===== src/rtl/fsn_pkg.sv =====
// Shared constants and helpers for the fast square root pipeline.
// No dependencies; imported by fsn_div, fsn_add and the top level.
`default_nettype none
package fsn_pkg;

	localparam logic [30:0] MAGIC_RESET = 31'h1fbb67a2;
	localparam logic [31:0] CANON_NAN   = 32'h7fc00000;
	localparam logic [30:0] POS_INF     = 31'h7f800000;
	localparam logic [7:0]  EXP_MAX     = 8'hff;

	// leading zero count of a 27-bit word, 27 when all clear
	function automatic logic [4:0] lzc27(input logic [26:0] v);
		logic [4:0] n;
		logic       found;
		n     = 5'd27;
		found = 1'b0;
		for (int i = 26; i >= 0; i--) begin
			if (v[i] && !found) begin
				n     = 5'(26 - i);
				found = 1'b1;
			end
		end
		return n;
	endfunction

	function automatic logic is_nan(input logic [31:0] b);
		return (b[30:23] == EXP_MAX) && (b[22:0] != 23'd0);
	endfunction

	function automatic logic is_inf(input logic [31:0] b);
		return (b[30:23] == EXP_MAX) && (b[22:0] == 23'd0);
	endfunction

	function automatic logic is_zero(input logic [31:0] b);
		return b[30:0] == 31'd0;
	endfunction

endpackage
`default_nettype wire


===== src/rtl/fsn_div.sv =====
// Pipelined IEEE single-precision divider, round to nearest even.
// Restoring division, two quotient bits per stage; carries a 32-bit side word.
// Depends on fsn_pkg.
`default_nettype none
module fsn_div (
	input  wire logic        clk,
	input  wire logic        arst_n,
	input  wire logic        adv,
	input  wire logic        in_vld,
	input  wire logic [31:0] num,
	input  wire logic [31:0] den,
	input  wire logic [31:0] aux_in,
	output logic             out_vld,
	output logic      [31:0] quo,
	output logic      [31:0] aux_out
);
	import fsn_pkg::*;

	localparam int DS = 13;

	// stage 0 of these arrays is the unpack register, 1..DS the iterations
	logic              vld_s   [0:DS];
	logic              spec_s  [0:DS];
	logic [31:0]       sbits_s [0:DS];
	logic              sgn_s   [0:DS];
	logic signed [10:0] qe_s   [0:DS];
	logic [25:0]       rem_s   [0:DS];
	logic [23:0]       dm_s    [0:DS];
	logic [25:0]       qt_s    [0:DS];
	logic [31:0]       aux_s   [0:DS];

	// unpack
	logic       xn, en, xi, ei, xz, ez, u_spec, u_sgn, lt;
	logic [31:0] u_sbits;
	logic [4:0]  lzx, lze;
	logic [23:0] mx, me;
	logic signed [9:0] exx, exe;
	logic signed [10:0] u_qe;

	always_comb begin
		xn  = is_nan(num);
		en  = is_nan(den);
		xi  = is_inf(num);
		ei  = is_inf(den);
		xz  = is_zero(num);
		ez  = is_zero(den);
		u_sgn = num[31] ^ den[31];
		lzx = (num[30:23] == 8'd0) ? lzc27({1'b0, num[22:0], 3'b111}) : 5'd0;
		lze = (den[30:23] == 8'd0) ? lzc27({1'b0, den[22:0], 3'b111}) : 5'd0;
		mx  = {num[30:23] != 8'd0, num[22:0]} << lzx;
		me  = {den[30:23] != 8'd0, den[22:0]} << lze;
		exx = $signed({2'b0, (num[30:23] == 8'd0) ? 8'd1 : num[30:23]})
			- $signed({5'b0, lzx});
		exe = $signed({2'b0, (den[30:23] == 8'd0) ? 8'd1 : den[30:23]})
			- $signed({5'b0, lze});
		lt  = mx < me;
		u_qe = {exx[9], exx} - {exe[9], exe} + 11'sd127 - $signed({10'd0, lt});
		u_spec  = 1'b1;
		u_sbits = CANON_NAN;
		if (xn || en || (xi && ei) || (xz && ez)) begin
			u_sbits = CANON_NAN;
		end else if (xi || ez) begin
			u_sbits = {u_sgn, POS_INF};
		end else if (xz || ei) begin
			u_sbits = {u_sgn, 31'd0};
		end else begin
			u_spec = 1'b0;
		end
	end

	function automatic logic [26:0] step(input logic [25:0] r, input logic [23:0] d);
		logic        ge;
		logic [25:0] nr;
		ge = r >= {2'b0, d};
		nr = ge ? r - {2'b0, d} : r;
		return {ge, nr[24:0], 1'b0};
	endfunction

	logic [26:0] st_a [1:DS];
	logic [26:0] st_b [1:DS];

	always_comb begin
		for (int k = 1; k <= DS; k++) begin
			st_a[k] = step(rem_s[k-1], dm_s[k-1]);
			st_b[k] = step(st_a[k][25:0], dm_s[k-1]);
		end
	end

	always_ff @(posedge clk or negedge arst_n) begin
		if (!arst_n) begin
			for (int k = 0; k <= DS; k++) vld_s[k] <= 1'b0;
		end else if (adv) begin
			vld_s[0] <= in_vld;
			for (int k = 1; k <= DS; k++) vld_s[k] <= vld_s[k-1];
		end
	end

	always_ff @(posedge clk) begin
		if (adv) begin
			spec_s[0]  <= u_spec;
			sbits_s[0] <= u_sbits;
			sgn_s[0]   <= u_sgn;
			qe_s[0]    <= u_qe;
			rem_s[0]   <= lt ? {1'b0, mx, 1'b0} : {2'b0, mx};
			dm_s[0]    <= me;
			qt_s[0]    <= 26'd0;
			aux_s[0]   <= aux_in;
			for (int k = 1; k <= DS; k++) begin
				spec_s[k]  <= spec_s[k-1];
				sbits_s[k] <= sbits_s[k-1];
				sgn_s[k]   <= sgn_s[k-1];
				qe_s[k]    <= qe_s[k-1];
				dm_s[k]    <= dm_s[k-1];
				aux_s[k]   <= aux_s[k-1];
				rem_s[k]   <= st_b[k][25:0];
				qt_s[k]    <= {qt_s[k-1][23:0], st_a[k][26], st_b[k][26]};
			end
		end
	end

	// denormalise for tiny quotients, flag overflow
	logic        f_ovf, f_st;
	logic [4:0]  f_sh;
	logic [25:0] f_m;
	logic [7:0]  f_exp;
	logic [10:0] f_neg;

	always_comb begin
		f_ovf = !qe_s[DS][10] && (qe_s[DS][9:0] >= 10'd255);
		f_st  = rem_s[DS] != 26'd0;
		f_neg = 11'd1 - qe_s[DS];
		f_sh  = 5'd0;
		f_exp = qe_s[DS][7:0];
		f_m   = qt_s[DS];
		if (qe_s[DS] < 11'sd1) begin
			f_sh  = (f_neg > 11'd26) ? 5'd26 : f_neg[4:0];
			f_exp = 8'd0;
			f_m   = qt_s[DS] >> f_sh;
			f_st  = f_st | (|(qt_s[DS] & ~(26'h3ffffff << f_sh)));
		end
	end

	logic        vld_s15, spec_s15, sgn_s15, ovf_s15, st_s15;
	logic [31:0] sbits_s15, aux_s15;
	logic [25:0] m_s15;
	logic [7:0]  exp_s15;

	always_ff @(posedge clk or negedge arst_n) begin
		if (!arst_n) begin
			vld_s15 <= 1'b0;
			out_vld <= 1'b0;
		end else if (adv) begin
			vld_s15 <= vld_s[DS];
			out_vld <= vld_s15;
		end
	end

	always_ff @(posedge clk) begin
		if (adv) begin
			spec_s15  <= spec_s[DS];
			sbits_s15 <= sbits_s[DS];
			sgn_s15   <= sgn_s[DS];
			aux_s15   <= aux_s[DS];
			ovf_s15   <= f_ovf;
			st_s15    <= f_st;
			m_s15     <= f_m;
			exp_s15   <= f_exp;
		end
	end

	// round: carry out of the fraction walks into the exponent field
	logic        r_up;
	logic [30:0] r_mag;
	logic [31:0] r_bits;

	always_comb begin
		r_up  = m_s15[1] && (m_s15[0] || st_s15 || m_s15[2]);
		r_mag = {exp_s15, m_s15[24:2]} + {30'd0, r_up};
		if (spec_s15) begin
			r_bits = sbits_s15;
		end else if (ovf_s15) begin
			r_bits = {sgn_s15, POS_INF};
		end else begin
			r_bits = {sgn_s15, r_mag};
		end
	end

	always_ff @(posedge clk) begin
		if (adv) begin
			quo     <= r_bits;
			aux_out <= aux_s15;
		end
	end

endmodule
`default_nettype wire


===== config.mk =====
export PLATFORM = sky130hd
export DESIGN_NAME = fsn_div
export DESIGN_NICKNAME = d
export VERILOG_FILES = /design/src/rtl/fsn_pkg.sv /design/src/rtl/fsn_div.sv
export SDC_FILE = /design/constraint.sdc
export NUM_CORES = 2
export LEC_CHECK = 0
export ABC_AREA = 0
export BUFFER_PORTS_ARGS = -buffer_cell sky130_fd_sc_hd__buf_4
export CORE_AREA = 4 4 524 526
export DETAILED_ROUTE_END_ITERATION = 10
export DIE_AREA = 0 0 528 530
export GPL_ROUTABILITY_DRIVEN = 0
export PLACE_DENSITY = 0.51
export REMOVE_ABC_BUFFERS = 1
export SYNTH_ARGS = -nofsm -noshare
export SYNTH_HDL_FRONTEND = slang
export SYNTH_SLANG_ARGS = --single-unit

===== constraint.sdc =====
create_clock -name clk -period 11 [get_ports clk]
set_clock_uncertainty 0.2 [all_clocks]
set_input_delay 2.2 -clock clk [delete_from_list [all_inputs] [get_ports clk]]
set_output_delay 2.2 -clock clk [all_outputs]
set_load 0.02 [all_outputs]

==> metrics <==
die area 280,000 µm²; crit-path max FO 15; hold path depth 0; Least-Margin Pin Slew 1.33 ns; RSZ-0062 raised after global routing no; Worst-path clk slew approximately 0.06 ns; Total GRT Usage 16.0%; cts repair resizes 0; max-cap violations 0; Wirelength per Cell 19.1 µm; outcome complete, no violations; share of flip-flops with an asynchronous set or reset 0.959%; Distinct cells, synth 94; setup tns final 0 ns; Post-synth EDFFs 1,652; hold endpoint qt_s[1][121]; deepest clock path buffer count 4; post-DR vias/cell approximately 5.2; Reg2Reg Depth 23; Final setup viols 0; top area cells in the synthesized netlist edfxtp_1, ha_1, mux2_2; Max Slew Vio Count 0; met2 GRT Util 28.0%; share of the synthesized area in the top cell type 52.8%; met1 Usage GRT about 20%; syn_area_per_cell 11.7 µm²; fraction of layout cells with a size suffix above 1 between 10% and 20%; Worst path top cell family by delay compound AO/OA/AOI/OAI gates; cells after synthesis 8,037; synthesized area approximately 94,000 µm²; Setup Buffers After CTS 0; Rows 191; CP max stage cell clkinv_1; clk sinks 1,668; largest net degree at the start of global routing 179; Multi-input gate area around 41,000 µm²; R2R Path Start dm_s[0][24]; Crit. End Element register; Clk Latency, worst-skew pair 0.88 ns; TritonCTS Buffers between 150 and 200; first-pass GRT wire length 357,000 µm; core area 270,000 µm²; GR Layer Usage met3 under 10%; crit path DAT 9.77 ns; most area-hungry cell type in the Yosys netlist edfxtp_1; R2R setup slack roughly 2.7 ns; Slew Limit Headroom 9.94%; Period minus WS final 9.39 ns; die height 530 µm; Worst setup SP type primary input; hold path start qt_s[1][93]; # DRC 0; vias in the first global route 62.3k; final worst path period share 85.4%; area grow syn2layout 12.8%; FF+latch count, synth approximately 1.7k; Final Hold Viols 0; Port Buffers 164; vias post-DR 62.5k; WS Path Type primary input to register; H-Tree Depth 4; top cells by count, synth edfxtp_1, ha_1, a21oi_1; sequential cell area about 50,000 µm²; drt pass-1 iters 6; Routed WL about 230,000 µm; Initial DRC Count 4,109; Root Buffer clkbuf_16; Yosys warning count 0; Fillers 25.7k; most frequent CP cell a21o_1; Fmax roughly 110 MHz; worst hold path class register to register; sequential cell area fraction in the yosys report a little over half; total gr overflow 0; Total Nets Final 9,093; initial antenna violation count 4; Hold Buf Count CTS 0; ys flop type edfxtp_1; Buf/Inv on CP 5; Worst EP required 11.38 ns; Worst path max stage delay 0.62 ns; CTS tree yes; Starting Density 34.8%; global route hottest layer met2; die width ~530 µm; reg2reg end rem_s[0][57]; Antenna Nets Post-Route 0; IO Pins 165; post-DP HPWL roughly 170,000 µm; count leader, synth edfxtp_1
[per-layer routing]
layer	up-vias	share of wire, %
met5	-	0.010
met1	30100	43
li1	30700	-
met4	4	3.8
met3	424	4.0
met2	1312	49
[layout by cell type, fill, tap and decap left out, drive strengths merged, types with 49 or more instances in the layout]
| master | instances |
|---|---|
| nand2 | 544 |
| nand4 | 87 |
| nand2b | 94 |
| buf | 225 |
| mux2i | 173 |
| o31ai | 59 |
| a31oi | 67 |
| nor2 | 526 |
| xnor2 | 356 |
| edfxtp | 1652 |
| nor3 | 133 |
| a21o | 237 |
| o21ai | 451 |
| and3 | 66 |
| and2 | 49 |
| nor4 | 56 |
| nor2b | 83 |
| xor2 | 187 |
| clkbuf | 225 |
| mux2 | 358 |
| inv | 564 |
| o21a | 132 |
| a21oi | 591 |
| nand3 | 118 |
| o21bai | 90 |
| clkinv | 90 |
| a211oi | 57 |
| ha | 666 |
[stage by stage]
step           util (%)  instance area [µm²]  hold slack [ns]  worst slack, ns  std cells
2_1_floorplan         -                93300            0.200            0.145       7887
3_3_place_gp       36.9                99700            0.200            0.885      11700
3_5_place_dp       36.9                99700            0.205            0.802      11700
4_1_cts            39.3               106000            0.131             1.71      12000
5_1_grt            39.3               106000            0.145             1.07      12000
6_report           39.3               106000            0.132             1.61      12000
[layout make-up]
cell class / instances / share of cell area, %
sequential: 1668 / 47.2
multi-input combinational: 5669 / 39.0
clock buffer: 225 / 4.75
tap: 3570 / 4.21
inverter: 550 / 1.95
timing repair buffer: 225 / 1.67
clock inverter: 130 / 1.19
antenna: 2 / 0.00472
[worst max path at each step]
stage	end	slack, ns	start	cells after the start
finish	qe_s[0][9]	1.61	num[27]	34
global route	qe_s[0][10]	1.07	num[16]	36
CTS	qe_s[0][9]	1.71	num[27]	34
detailed placement	qe_s[0][9]	0.80	num[27]	34
global placement	qe_s[0][9]	0.89	num[16]	37
floorplan	qe_s[0][9]	0.15	den[27]	33
[cell families (layout without fill, tap and decap cells)]
| group | after synthesis | after routing | synth area share [%] |
|---|---|---|---|
| AO/OA/AOI/OAI | 1995 | 1995 | 13.5 |
| XOR/XNOR | 543 | 543 | 5.06 |
| adder cells (fa/ha/maj) | 686 | 686 | 9.29 |
| buffers and inverters | 700 | 1130 | 2.84 |
| flip-flops | 1668 | 1668 | 53.2 |
| multiplexers | 539 | 539 | 6.40 |
| other | 1 | 3 | 0.00399 |
| AND/OR/NAND/NOR | 1905 | 1905 | 9.66 |
[registers in the layout, indices dropped and copies added (netlist names), 14 cells and up]
signal and cells:
aux_out 32, aux_s 448, aux_s15 32, dm_s 312, m_s15 25, qe_s 154
qt_s 182, quo 32, rem_s 350, sbits_s 42, sgn_s 14, spec_s 14
vld_s 14
Power is left out: the tool's default activity adds up to more than one toggle a clock period on the data nets, which glitch-free logic cannot reach.
