===== src/rtl/fsn_pkg.sv =====
// Shared constants and helpers for the fast square root pipeline.
// No dependencies; imported by fsn_div, fsn_add and the top level.
`default_nettype none
package fsn_pkg;

	localparam logic [30:0] MAGIC_RESET = 31'h1fbb67a2;
	localparam logic [31:0] CANON_NAN   = 32'h7fc00000;
	localparam logic [30:0] POS_INF     = 31'h7f800000;
	localparam logic [7:0]  EXP_MAX     = 8'hff;

	// leading zero count of a 27-bit word, 27 when all clear
	function automatic logic [4:0] lzc27(input logic [26:0] v);
		logic [4:0] n;
		logic       found;
		n     = 5'd27;
		found = 1'b0;
		for (int i = 26; i >= 0; i--) begin
			if (v[i] && !found) begin
				n     = 5'(26 - i);
				found = 1'b1;
			end
		end
		return n;
	endfunction

	function automatic logic is_nan(input logic [31:0] b);
		return (b[30:23] == EXP_MAX) && (b[22:0] != 23'd0);
	endfunction

	function automatic logic is_inf(input logic [31:0] b);
		return (b[30:23] == EXP_MAX) && (b[22:0] == 23'd0);
	endfunction

	function automatic logic is_zero(input logic [31:0] b);
		return b[30:0] == 31'd0;
	endfunction

endpackage
`default_nettype wire


===== src/rtl/fsn_add.sv =====
// Pipelined IEEE single-precision adder, round to nearest even.
// Five stages: swap, align, add, normalise, round. Depends on fsn_pkg.
`default_nettype none
module fsn_add (
	input  wire logic        clk,
	input  wire logic        arst_n,
	input  wire logic        adv,
	input  wire logic        in_vld,
	input  wire logic [31:0] opa,
	input  wire logic [31:0] opb,
	output logic             out_vld,
	output logic      [31:0] sum
);
	import fsn_pkg::*;

	// swap so the larger magnitude leads
	logic        w_swap, w_spec, w_sub;
	logic [31:0] w_big, w_sml, w_sbits;
	logic [7:0]  w_el, w_es, w_d;

	always_comb begin
		w_swap = opa[30:0] < opb[30:0];
		w_big  = w_swap ? opb : opa;
		w_sml  = w_swap ? opa : opb;
		w_el   = (w_big[30:23] == 8'd0) ? 8'd1 : w_big[30:23];
		w_es   = (w_sml[30:23] == 8'd0) ? 8'd1 : w_sml[30:23];
		w_d    = w_el - w_es;
		w_sub  = opa[31] ^ opb[31];
		w_spec  = 1'b1;
		w_sbits = CANON_NAN;
		if (is_nan(opa) || is_nan(opb) || (is_inf(opa) && is_inf(opb) && w_sub)) begin
			w_sbits = CANON_NAN;
		end else if (is_inf(w_big)) begin
			w_sbits = w_big;
		end else begin
			w_spec = 1'b0;
		end
	end

	logic        vld_s1, spec_s1, sub_s1, sgn_s1;
	logic [31:0] sbits_s1;
	logic [7:0]  el_s1;
	logic [4:0]  d_s1;
	logic [23:0] ml_s1, ms_s1;

	always_ff @(posedge clk) begin
		if (adv) begin
			spec_s1  <= w_spec;
			sbits_s1 <= w_sbits;
			sub_s1   <= w_sub;
			sgn_s1   <= w_big[31];
			el_s1    <= w_el;
			d_s1     <= (w_d > 8'd27) ? 5'd27 : w_d[4:0];
			ml_s1    <= {w_big[30:23] != 8'd0, w_big[22:0]};
			ms_s1    <= {w_sml[30:23] != 8'd0, w_sml[22:0]};
		end
	end

	// align the smaller operand, folding lost bits into a sticky bit
	logic [26:0] a_ext, a_sh;
	logic        a_lost;

	always_comb begin
		a_ext  = {ms_s1, 3'b000};
		a_sh   = a_ext >> d_s1;
		a_lost = |(a_ext & ~(27'h7ffffff << d_s1));
	end

	logic        vld_s2, spec_s2, sub_s2, sgn_s2;
	logic [31:0] sbits_s2;
	logic [7:0]  el_s2;
	logic [23:0] ml_s2;
	logic [26:0] al_s2;

	always_ff @(posedge clk) begin
		if (adv) begin
			spec_s2  <= spec_s1;
			sbits_s2 <= sbits_s1;
			sub_s2   <= sub_s1;
			sgn_s2   <= sgn_s1;
			el_s2    <= el_s1;
			ml_s2    <= ml_s1;
			al_s2    <= {a_sh[26:1], a_sh[0] | a_lost};
		end
	end

	logic        vld_s3, spec_s3, sub_s3, sgn_s3;
	logic [31:0] sbits_s3;
	logic [7:0]  el_s3;
	logic [27:0] sum_s3;

	always_ff @(posedge clk) begin
		if (adv) begin
			spec_s3  <= spec_s2;
			sbits_s3 <= sbits_s2;
			sub_s3   <= sub_s2;
			sgn_s3   <= sgn_s2;
			el_s3    <= el_s2;
			sum_s3   <= sub_s2 ? {1'b0, ml_s2, 3'b000} - {1'b0, al_s2}
				: {1'b0, ml_s2, 3'b000} + {1'b0, al_s2};
		end
	end

	// normalise; left shift stops at the subnormal boundary
	logic [4:0]  n_lz, n_sh;
	logic [7:0]  n_elm1, n_exp;
	logic [26:0] n_m;
	logic        n_ovf, n_zero, n_sgn;

	always_comb begin
		n_lz   = lzc27(sum_s3[26:0]);
		n_elm1 = el_s3 - 8'd1;
		n_sh   = ({3'd0, n_lz} > n_elm1) ? n_elm1[4:0] : n_lz;
		n_zero = sum_s3 == 28'd0;
		n_sgn  = n_zero ? (sgn_s3 && !sub_s3) : sgn_s3;
		n_ovf  = 1'b0;
		if (sum_s3[27]) begin
			n_m   = {sum_s3[27:2], sum_s3[1] | sum_s3[0]};
			n_exp = el_s3 + 8'd1;
			n_ovf = el_s3 == 8'd254;
		end else begin
			n_m   = sum_s3[26:0] << n_sh;
			n_exp = n_m[26] ? el_s3 - {3'd0, n_sh} : 8'd0;
		end
	end

	logic        vld_s4, spec_s4, sgn_s4, ovf_s4;
	logic [31:0] sbits_s4;
	logic [7:0]  exp_s4;
	logic [26:0] m_s4;

	always_ff @(posedge clk) begin
		if (adv) begin
			spec_s4  <= spec_s3;
			sbits_s4 <= sbits_s3;
			sgn_s4   <= n_sgn;
			ovf_s4   <= n_ovf;
			exp_s4   <= n_exp;
			m_s4     <= n_m;
		end
	end

	logic        r_up;
	logic [30:0] r_mag;
	logic [31:0] r_bits;

	always_comb begin
		r_up  = m_s4[2] && (m_s4[1] || m_s4[0] || m_s4[3]);
		r_mag = {exp_s4, m_s4[25:3]} + {30'd0, r_up};
		if (spec_s4) begin
			r_bits = sbits_s4;
		end else if (ovf_s4) begin
			r_bits = {sgn_s4, POS_INF};
		end else begin
			r_bits = {sgn_s4, r_mag};
		end
	end

	always_ff @(posedge clk or negedge arst_n) begin
		if (!arst_n) begin
			vld_s1  <= 1'b0;
			vld_s2  <= 1'b0;
			vld_s3  <= 1'b0;
			vld_s4  <= 1'b0;
			out_vld <= 1'b0;
		end else if (adv) begin
			vld_s1  <= in_vld;
			vld_s2  <= vld_s1;
			vld_s3  <= vld_s2;
			vld_s4  <= vld_s3;
			out_vld <= vld_s4;
		end
	end

	always_ff @(posedge clk) begin
		if (adv) begin
			sum <= r_bits;
		end
	end

endmodule
`default_nettype wire


===== config.mk =====
export PLATFORM = sky130hd
export DESIGN_NAME = fsn_add
export DESIGN_NICKNAME = d
export VERILOG_FILES = /design/src/rtl/fsn_pkg.sv /design/src/rtl/fsn_add.sv
export SDC_FILE = /design/constraint.sdc
export NUM_CORES = 1
export LEC_CHECK = 0
export BUFFER_PORTS_ARGS = -buffer_cell sky130_fd_sc_hd__buf_4
export CAP_MARGIN = 20
export CORE_ASPECT_RATIO = 1.2
export CORE_MARGIN = 2
export CORE_UTILIZATION = 40
export DETAILED_ROUTE_END_ITERATION = 10
export SLEW_MARGIN = 15
export SYNTH_ARGS = -nofsm -noshare
export SYNTH_HDL_FRONTEND = slang
export SYNTH_SLANG_ARGS = --single-unit

===== constraint.sdc =====
create_clock -name clk -period 13.2 [get_ports clk]
set_input_delay 1.32 -clock clk [delete_from_list [all_inputs] [get_ports clk]]
set_output_delay 1.32 -clock clk [all_outputs]
set_load 0.01 [all_outputs]

==> flow_summary.html <==
<table>
<tr><th>Metric</th><th>Value</th></tr>
<tr><th colspan="2">Timing</th></tr>
<tr><td>Count of final max-slew check failures</td><td>0</td></tr>
<tr><td>Top achievable clock speed</td><td>0.147 GHz</td></tr>
<tr><td>Final setup violation count</td><td>0</td></tr>
<tr><td>Unrepaired setup endpoints after global routing</td><td>false</td></tr>
<tr><td>Post-layout min period</td><td>6.78 ns</td></tr>
<tr><td>Final total negative setup slack</td><td>0 ns</td></tr>
<tr><td>Period utilisation layout</td><td>0.514</td></tr>
<tr><td>Rel. slew slack</td><td>0.297</td></tr>
<tr><td>Post-route clock skew</td><td>0.0309 ns</td></tr>
<tr><td>Fin. Hold Viols</td><td>0</td></tr>
<tr><td>Worst Tran Pin Value</td><td>1.03 ns</td></tr>
<tr><td>Min Hold Slack</td><td>0.415 ns</td></tr>
<tr><th colspan="2">Die</th></tr>
<tr><td>Core footprint</td><td>0.0503 mm2</td></tr>
<tr><td>Horizontal die dimension</td><td>210 um</td></tr>
<tr><td>Die Y</td><td>251 um</td></tr>
<tr><td>Area of the die</td><td>0.0527 mm2</td></tr>
<tr><td>Starting density of the core</td><td>0.405</td></tr>
<tr><td>Std-Cell Rows</td><td>90</td></tr>
<tr><td>I/O Pins</td><td>101</td></tr>
<tr><th colspan="2">Place</th></tr>
<tr><td>Detailed placer's ending HPWL</td><td>31500 um</td></tr>
<tr><td>Count of input and output buffers</td><td>100</td></tr>
<tr><td>Total cell area at the placement stage</td><td>0.0218 mm2</td></tr>
<tr><td>Routability cong.</td><td>0.877</td></tr>
<tr><th colspan="2">Detailed routing</th></tr>
<tr><td>Number of vias per cell after detailed routing</td><td>5.30</td></tr>
<tr><td>Total DRC errors in the routed layout</td><td>0</td></tr>
<tr><td>1st-iter DRT viols</td><td>846</td></tr>
<tr><td>DR vias</td><td>13600</td></tr>
<tr><td>Routed wire length</td><td>43200 um</td></tr>
<tr><td>Pre-Repair DR Iteration Count</td><td>7</td></tr>
<tr><td>Mean routed wirelength per cell</td><td>16.9 um</td></tr>
<tr><td>Number of nets still failing antenna checks after routing</td><td>0</td></tr>
<tr><th colspan="2">Global routing</th></tr>
<tr><td>Total overflow reported by the global router</td><td>0</td></tr>
<tr><td>Pin count of the biggest net entering global routing</td><td>173</td></tr>
<tr><td>Number of global-route vias before repair</td><td>13500</td></tr>
<tr><td>GRT Resource Usage Total</td><td>0.165</td></tr>
<tr><td>Global-route wire length before repair</td><td>69600 um</td></tr>
<tr><td>Number of antenna violations at the first check in global routing</td><td>0</td></tr>
<tr><th colspan="2">Clocking</th></tr>
<tr><td>Clock network latency to the later pin of the worst-skew pair</td><td>0.57 ns</td></tr>
<tr><td>CTS Hold Buffers Added</td><td>0</td></tr>
<tr><td>Register clock-pin slew on the reported worst setup and hold paths</td><td>0.06 ns</td></tr>
<tr><td>Clock root buffer</td><td>clkbuf_16</td></tr>
<tr><td>Maximum number of buffers from clock root to sink</td><td>3</td></tr>
<tr><td>Depth of the CTS H-tree</td><td>2</td></tr>
<tr><td>Number of clock sinks</td><td>367</td></tr>
<tr><td>CTS Buf Count</td><td>40</td></tr>
<tr><td>Post-CTS resize count</td><td>0</td></tr>
<tr><td>Post-CTS Setup Bufs</td><td>0</td></tr>
<tr><td>TritonCTS clock tree</td><td>built</td></tr>
<tr><th colspan="2">Logic synthesis</th></tr>
<tr><td>Basic-gate share of the synthesized area counting and, or, nand and nor cells</td><td>0.112</td></tr>
<tr><td>Number of synthesized flops with an enable pin</td><td>362</td></tr>
<tr><td>Top FF cell, synth</td><td>edfxtp_1</td></tr>
<tr><td>Synthesized-area fraction occupied by ao, oa, aoi and oai cells</td><td>0.131</td></tr>
<tr><td>Count of unique library cells instantiated by Yosys</td><td>91</td></tr>
<tr><td>Syn_area_per_cell</td><td>11.4 um2</td></tr>
<tr><td>Portion of netlist area occupied by mux cells</td><td>0.0812</td></tr>
<tr><td>XOR/XNOR Fraction of Synth Area</td><td>0.0301</td></tr>
<tr><td>Adder-Cell Fraction of Synth Area</td><td>0.0660</td></tr>
<tr><td>Synth Register Bits</td><td>367</td></tr>
<tr><td>Post-synthesis cell area</td><td>0.0204 mm2</td></tr>
<tr><td>Register area share after synthesis</td><td>0.540</td></tr>
<tr><td>Number of instances in the synthesized netlist</td><td>1785</td></tr>
<tr><td>Dominant combinational cell family by area after synthesis</td><td>compound AO/OA/AOI/OAI gates</td></tr>
<tr><td>Share of synthesized registers carrying an async set or reset</td><td>0.0136</td></tr>
<tr><td>Warnings, synthesis</td><td>0</td></tr>
<tr><th colspan="2">Cells and area</th></tr>
<tr><td>Share of final-layout standard cells stronger than drive strength 1</td><td>0.136</td></tr>
<tr><td>Non-Filler Cell Area, Final</td><td>0.0231 mm2</td></tr>
<tr><td>Filler cell count in the final layout</td><td>4690</td></tr>
<tr><td>Area of all sequential standard cells</td><td>0.0110 mm2</td></tr>
<tr><td>Area added between synthesis and finish</td><td>13.4%</td></tr>
<tr><td>Nets</td><td>2060</td></tr>
<tr><td>Multi-input combinational cell area</td><td>0.00869 mm2</td></tr>
<tr><td>Antenna diode count</td><td>0</td></tr>
<tr><th colspan="2">Hold path</th></tr>
<tr><td>Worst Min Path Start</td><td>sbits_s1[24]</td></tr>
<tr><td>HP Class</td><td>reg -&gt; reg</td></tr>
<tr><th colspan="2">Power and ir drop</th></tr>
<tr><td>Lkg Pwr</td><td>9.03 nW</td></tr>
<tr><td>Worst ir drop on vdd</td><td>0.0000710 V</td></tr>
<tr><td>Power density normalized to cell area</td><td>155 mW/mm2</td></tr>
<tr><th colspan="2">Worst setup path</th></tr>
<tr><td>Endpoint required time on the critical path</td><td>13.47 ns</td></tr>
<tr><td>Startpoint type of the worst setup path</td><td>input port</td></tr>
<tr><td>Arrival time worst endpoint</td><td>7.06 ns</td></tr>
<tr><td>Type of the worst setup path</td><td>in -&gt; reg</td></tr>
<tr><td>Highest net fanout along the worst path</td><td>91</td></tr>
<tr><td>Crit path launch</td><td>opa[1]</td></tr>
<tr><td>Startpoint of the most critical register-to-register path</td><td>sum_s3[26]</td></tr>
<tr><td>Capturing element type of the critical path</td><td>register</td></tr>
<tr><th colspan="2">Outcome</th></tr>
<tr><td>Status</td><td>finished clean</td></tr>
<tr><th colspan="2">Job</th></tr>
<tr><td>Maximum Capacitance Violations</td><td>0</td></tr>
</table>
-- area by class of cell --
type,instances,share of cell area
inverters,114,0.0185
multi-input cells,1251,0.376
clock buffers,52,0.0475
well taps,644,0.0349
repair buffers,114,0.0379
clock inverters,22,0.00856
flip-flops and latches,367,0.476
-- worst max-delay path, stage by stage --
cell,delay (ns)
buf_4,0.13
ha_1,0.29
a21o_1,0.16
a21o_1,0.17
a21oi_1,0.17
o21ai_1,0.11
a2111oi_0,0.80
o211ai_1,0.33
a221oi_4,0.31
buf_4,0.73
nor2_1,0.11
a31oi_1,0.24
and2_1,0.16
ha_1,0.14
inv_1,0.06
fa_1,0.40
a21o_1,0.18
a21oi_1,0.21
o21bai_1,0.10
a21oi_1,0.17
xnor2_1,0.08
nor4_1,0.57
nand2_1,0.13
-- sequential cells by signal, indices dropped and copies added, names as in the netlist, 8 cells and up --
| name | cells |
|---|---|
| exp_s4 | 8 |
| ml_s2 | 24 |
| sbits_s4 | 32 |
| sum | 32 |
| el_s3 | 8 |
| al_s2 | 27 |
| m_s4 | 26 |
| sbits_s3 | 32 |
| sbits_s2 | 32 |
| ms_s1 | 24 |
| ml_s1 | 24 |
| sum_s3 | 28 |
| sbits_s1 | 32 |
| el_s2 | 8 |
| el_s1 | 8 |
-- metrics by stage --
step | setup WS (ns) | std cells | power, W | utilization
CTS | 6.46 | 2564 | 0.00362 | 0.459
global route | 6.05 | 2564 | 0.00379 | 0.459
floorplan | 7.13 | 1813 | 0.00223 | -
detailed placement | 5.88 | 2490 | 0.00251 | 0.433
finish | 6.42 | 2564 | 0.00358 | 0.459
global placement | 5.97 | 2490 | 0.00250 | 0.433
-- synthesized netlist by cell type, types with 7 or more instances --
master | number | area share
nor3_1 | 22 | 0.0054
a22o_1 | 9 | 0.0039
o22ai_1 | 13 | 0.0040
mux2i_1 | 100 | 0.049
or2_2 | 8 | 0.0025
clkbuf_1 | 59 | 0.011
o211ai_1 | 8 | 0.0029
o21bai_1 | 11 | 0.0041
and3_1 | 11 | 0.0034
a21o_1 | 28 | 0.010
or3_1 | 7 | 0.0022
a31oi_1 | 15 | 0.0046
and2_1 | 12 | 0.0037
nor2_1 | 117 | 0.022
nand3_1 | 23 | 0.0057
buf_1 | 11 | 0.0020
o31ai_1 | 12 | 0.0044
edfxtp_1 | 362 | 0.53
a21oi_1 | 86 | 0.021
nand2_1 | 178 | 0.033
nor2b_1 | 25 | 0.0077
a211oi_1 | 24 | 0.0088
xnor2_1 | 38 | 0.016
o21ai_0 | 123 | 0.030
xor2_1 | 32 | 0.014
ha_1 | 101 | 0.062
inv_1 | 109 | 0.020
nor4_1 | 25 | 0.0077
o21ai_1 | 7 | 0.0017
nand4_1 | 22 | 0.0068
nand2b_1 | 11 | 0.0034
mux2_2 | 46 | 0.025
-- cell families after synthesis --
kind of cell / after synthesis
xor gates and xnor gates: 70
muxes: 152
and+or+nand+nor: 483
AOI/OAI and AO/OA: 410
buffers and inverters: 195
DFF: 367
adders and majority gates: 106
other: 2
-- routing by layer --
layer	wire, um	track usage	part of all wire
met5	0	0	0
met1	17900	0.193	0.41
met3	1450	0.0252	0.034
met2	22000	0.298	0.51
met4	1920	0.0776	0.044
-- worst paths after layout --
kind                                endpoint  slack [ns]  cells past startpoint
worst max-delay path                 d_s1[3]        6.42                     23
worst min-delay path            sbits_s2[24]        0.41                      0
worst max register to register     exp_s4[7]        6.57                     21
worst min register to register  sbits_s2[24]        0.41                      0
max in group asynchronous             vld_s4       12.54                      1
min in group asynchronous             vld_s1        0.56                      1
-- report_power, final --
group,leakage (nW),switching (W),internal (W)
combinational,4.77,0.000536,0.000379
clock,0.633,0.000444,0.000647
sequential,3.63,0.000106,0.00146
total,9.03,0.00109,0.00249
-- layout by cell type (no fill, tap or decap), types with 12 or more instances in the layout --
cell type,n
edfxtp_1,362
nand2_1,178
o21ai_0,123
nor2_1,117
buf_4,112
inv_1,109
ha_1,101
mux2i_1,100
a21oi_1,86
mux2_2,46
clkbuf_16,41
xnor2_1,38
xor2_1,32
conb_1,30
a21o_1,28
nor4_1,25
nor2b_1,25
a211oi_1,24
nand3_1,23
nand4_1,22
nor3_1,22
a31oi_1,15
o22ai_1,13
and2_1,12
o31ai_1,12
Power figures use the tool's default switching activity.
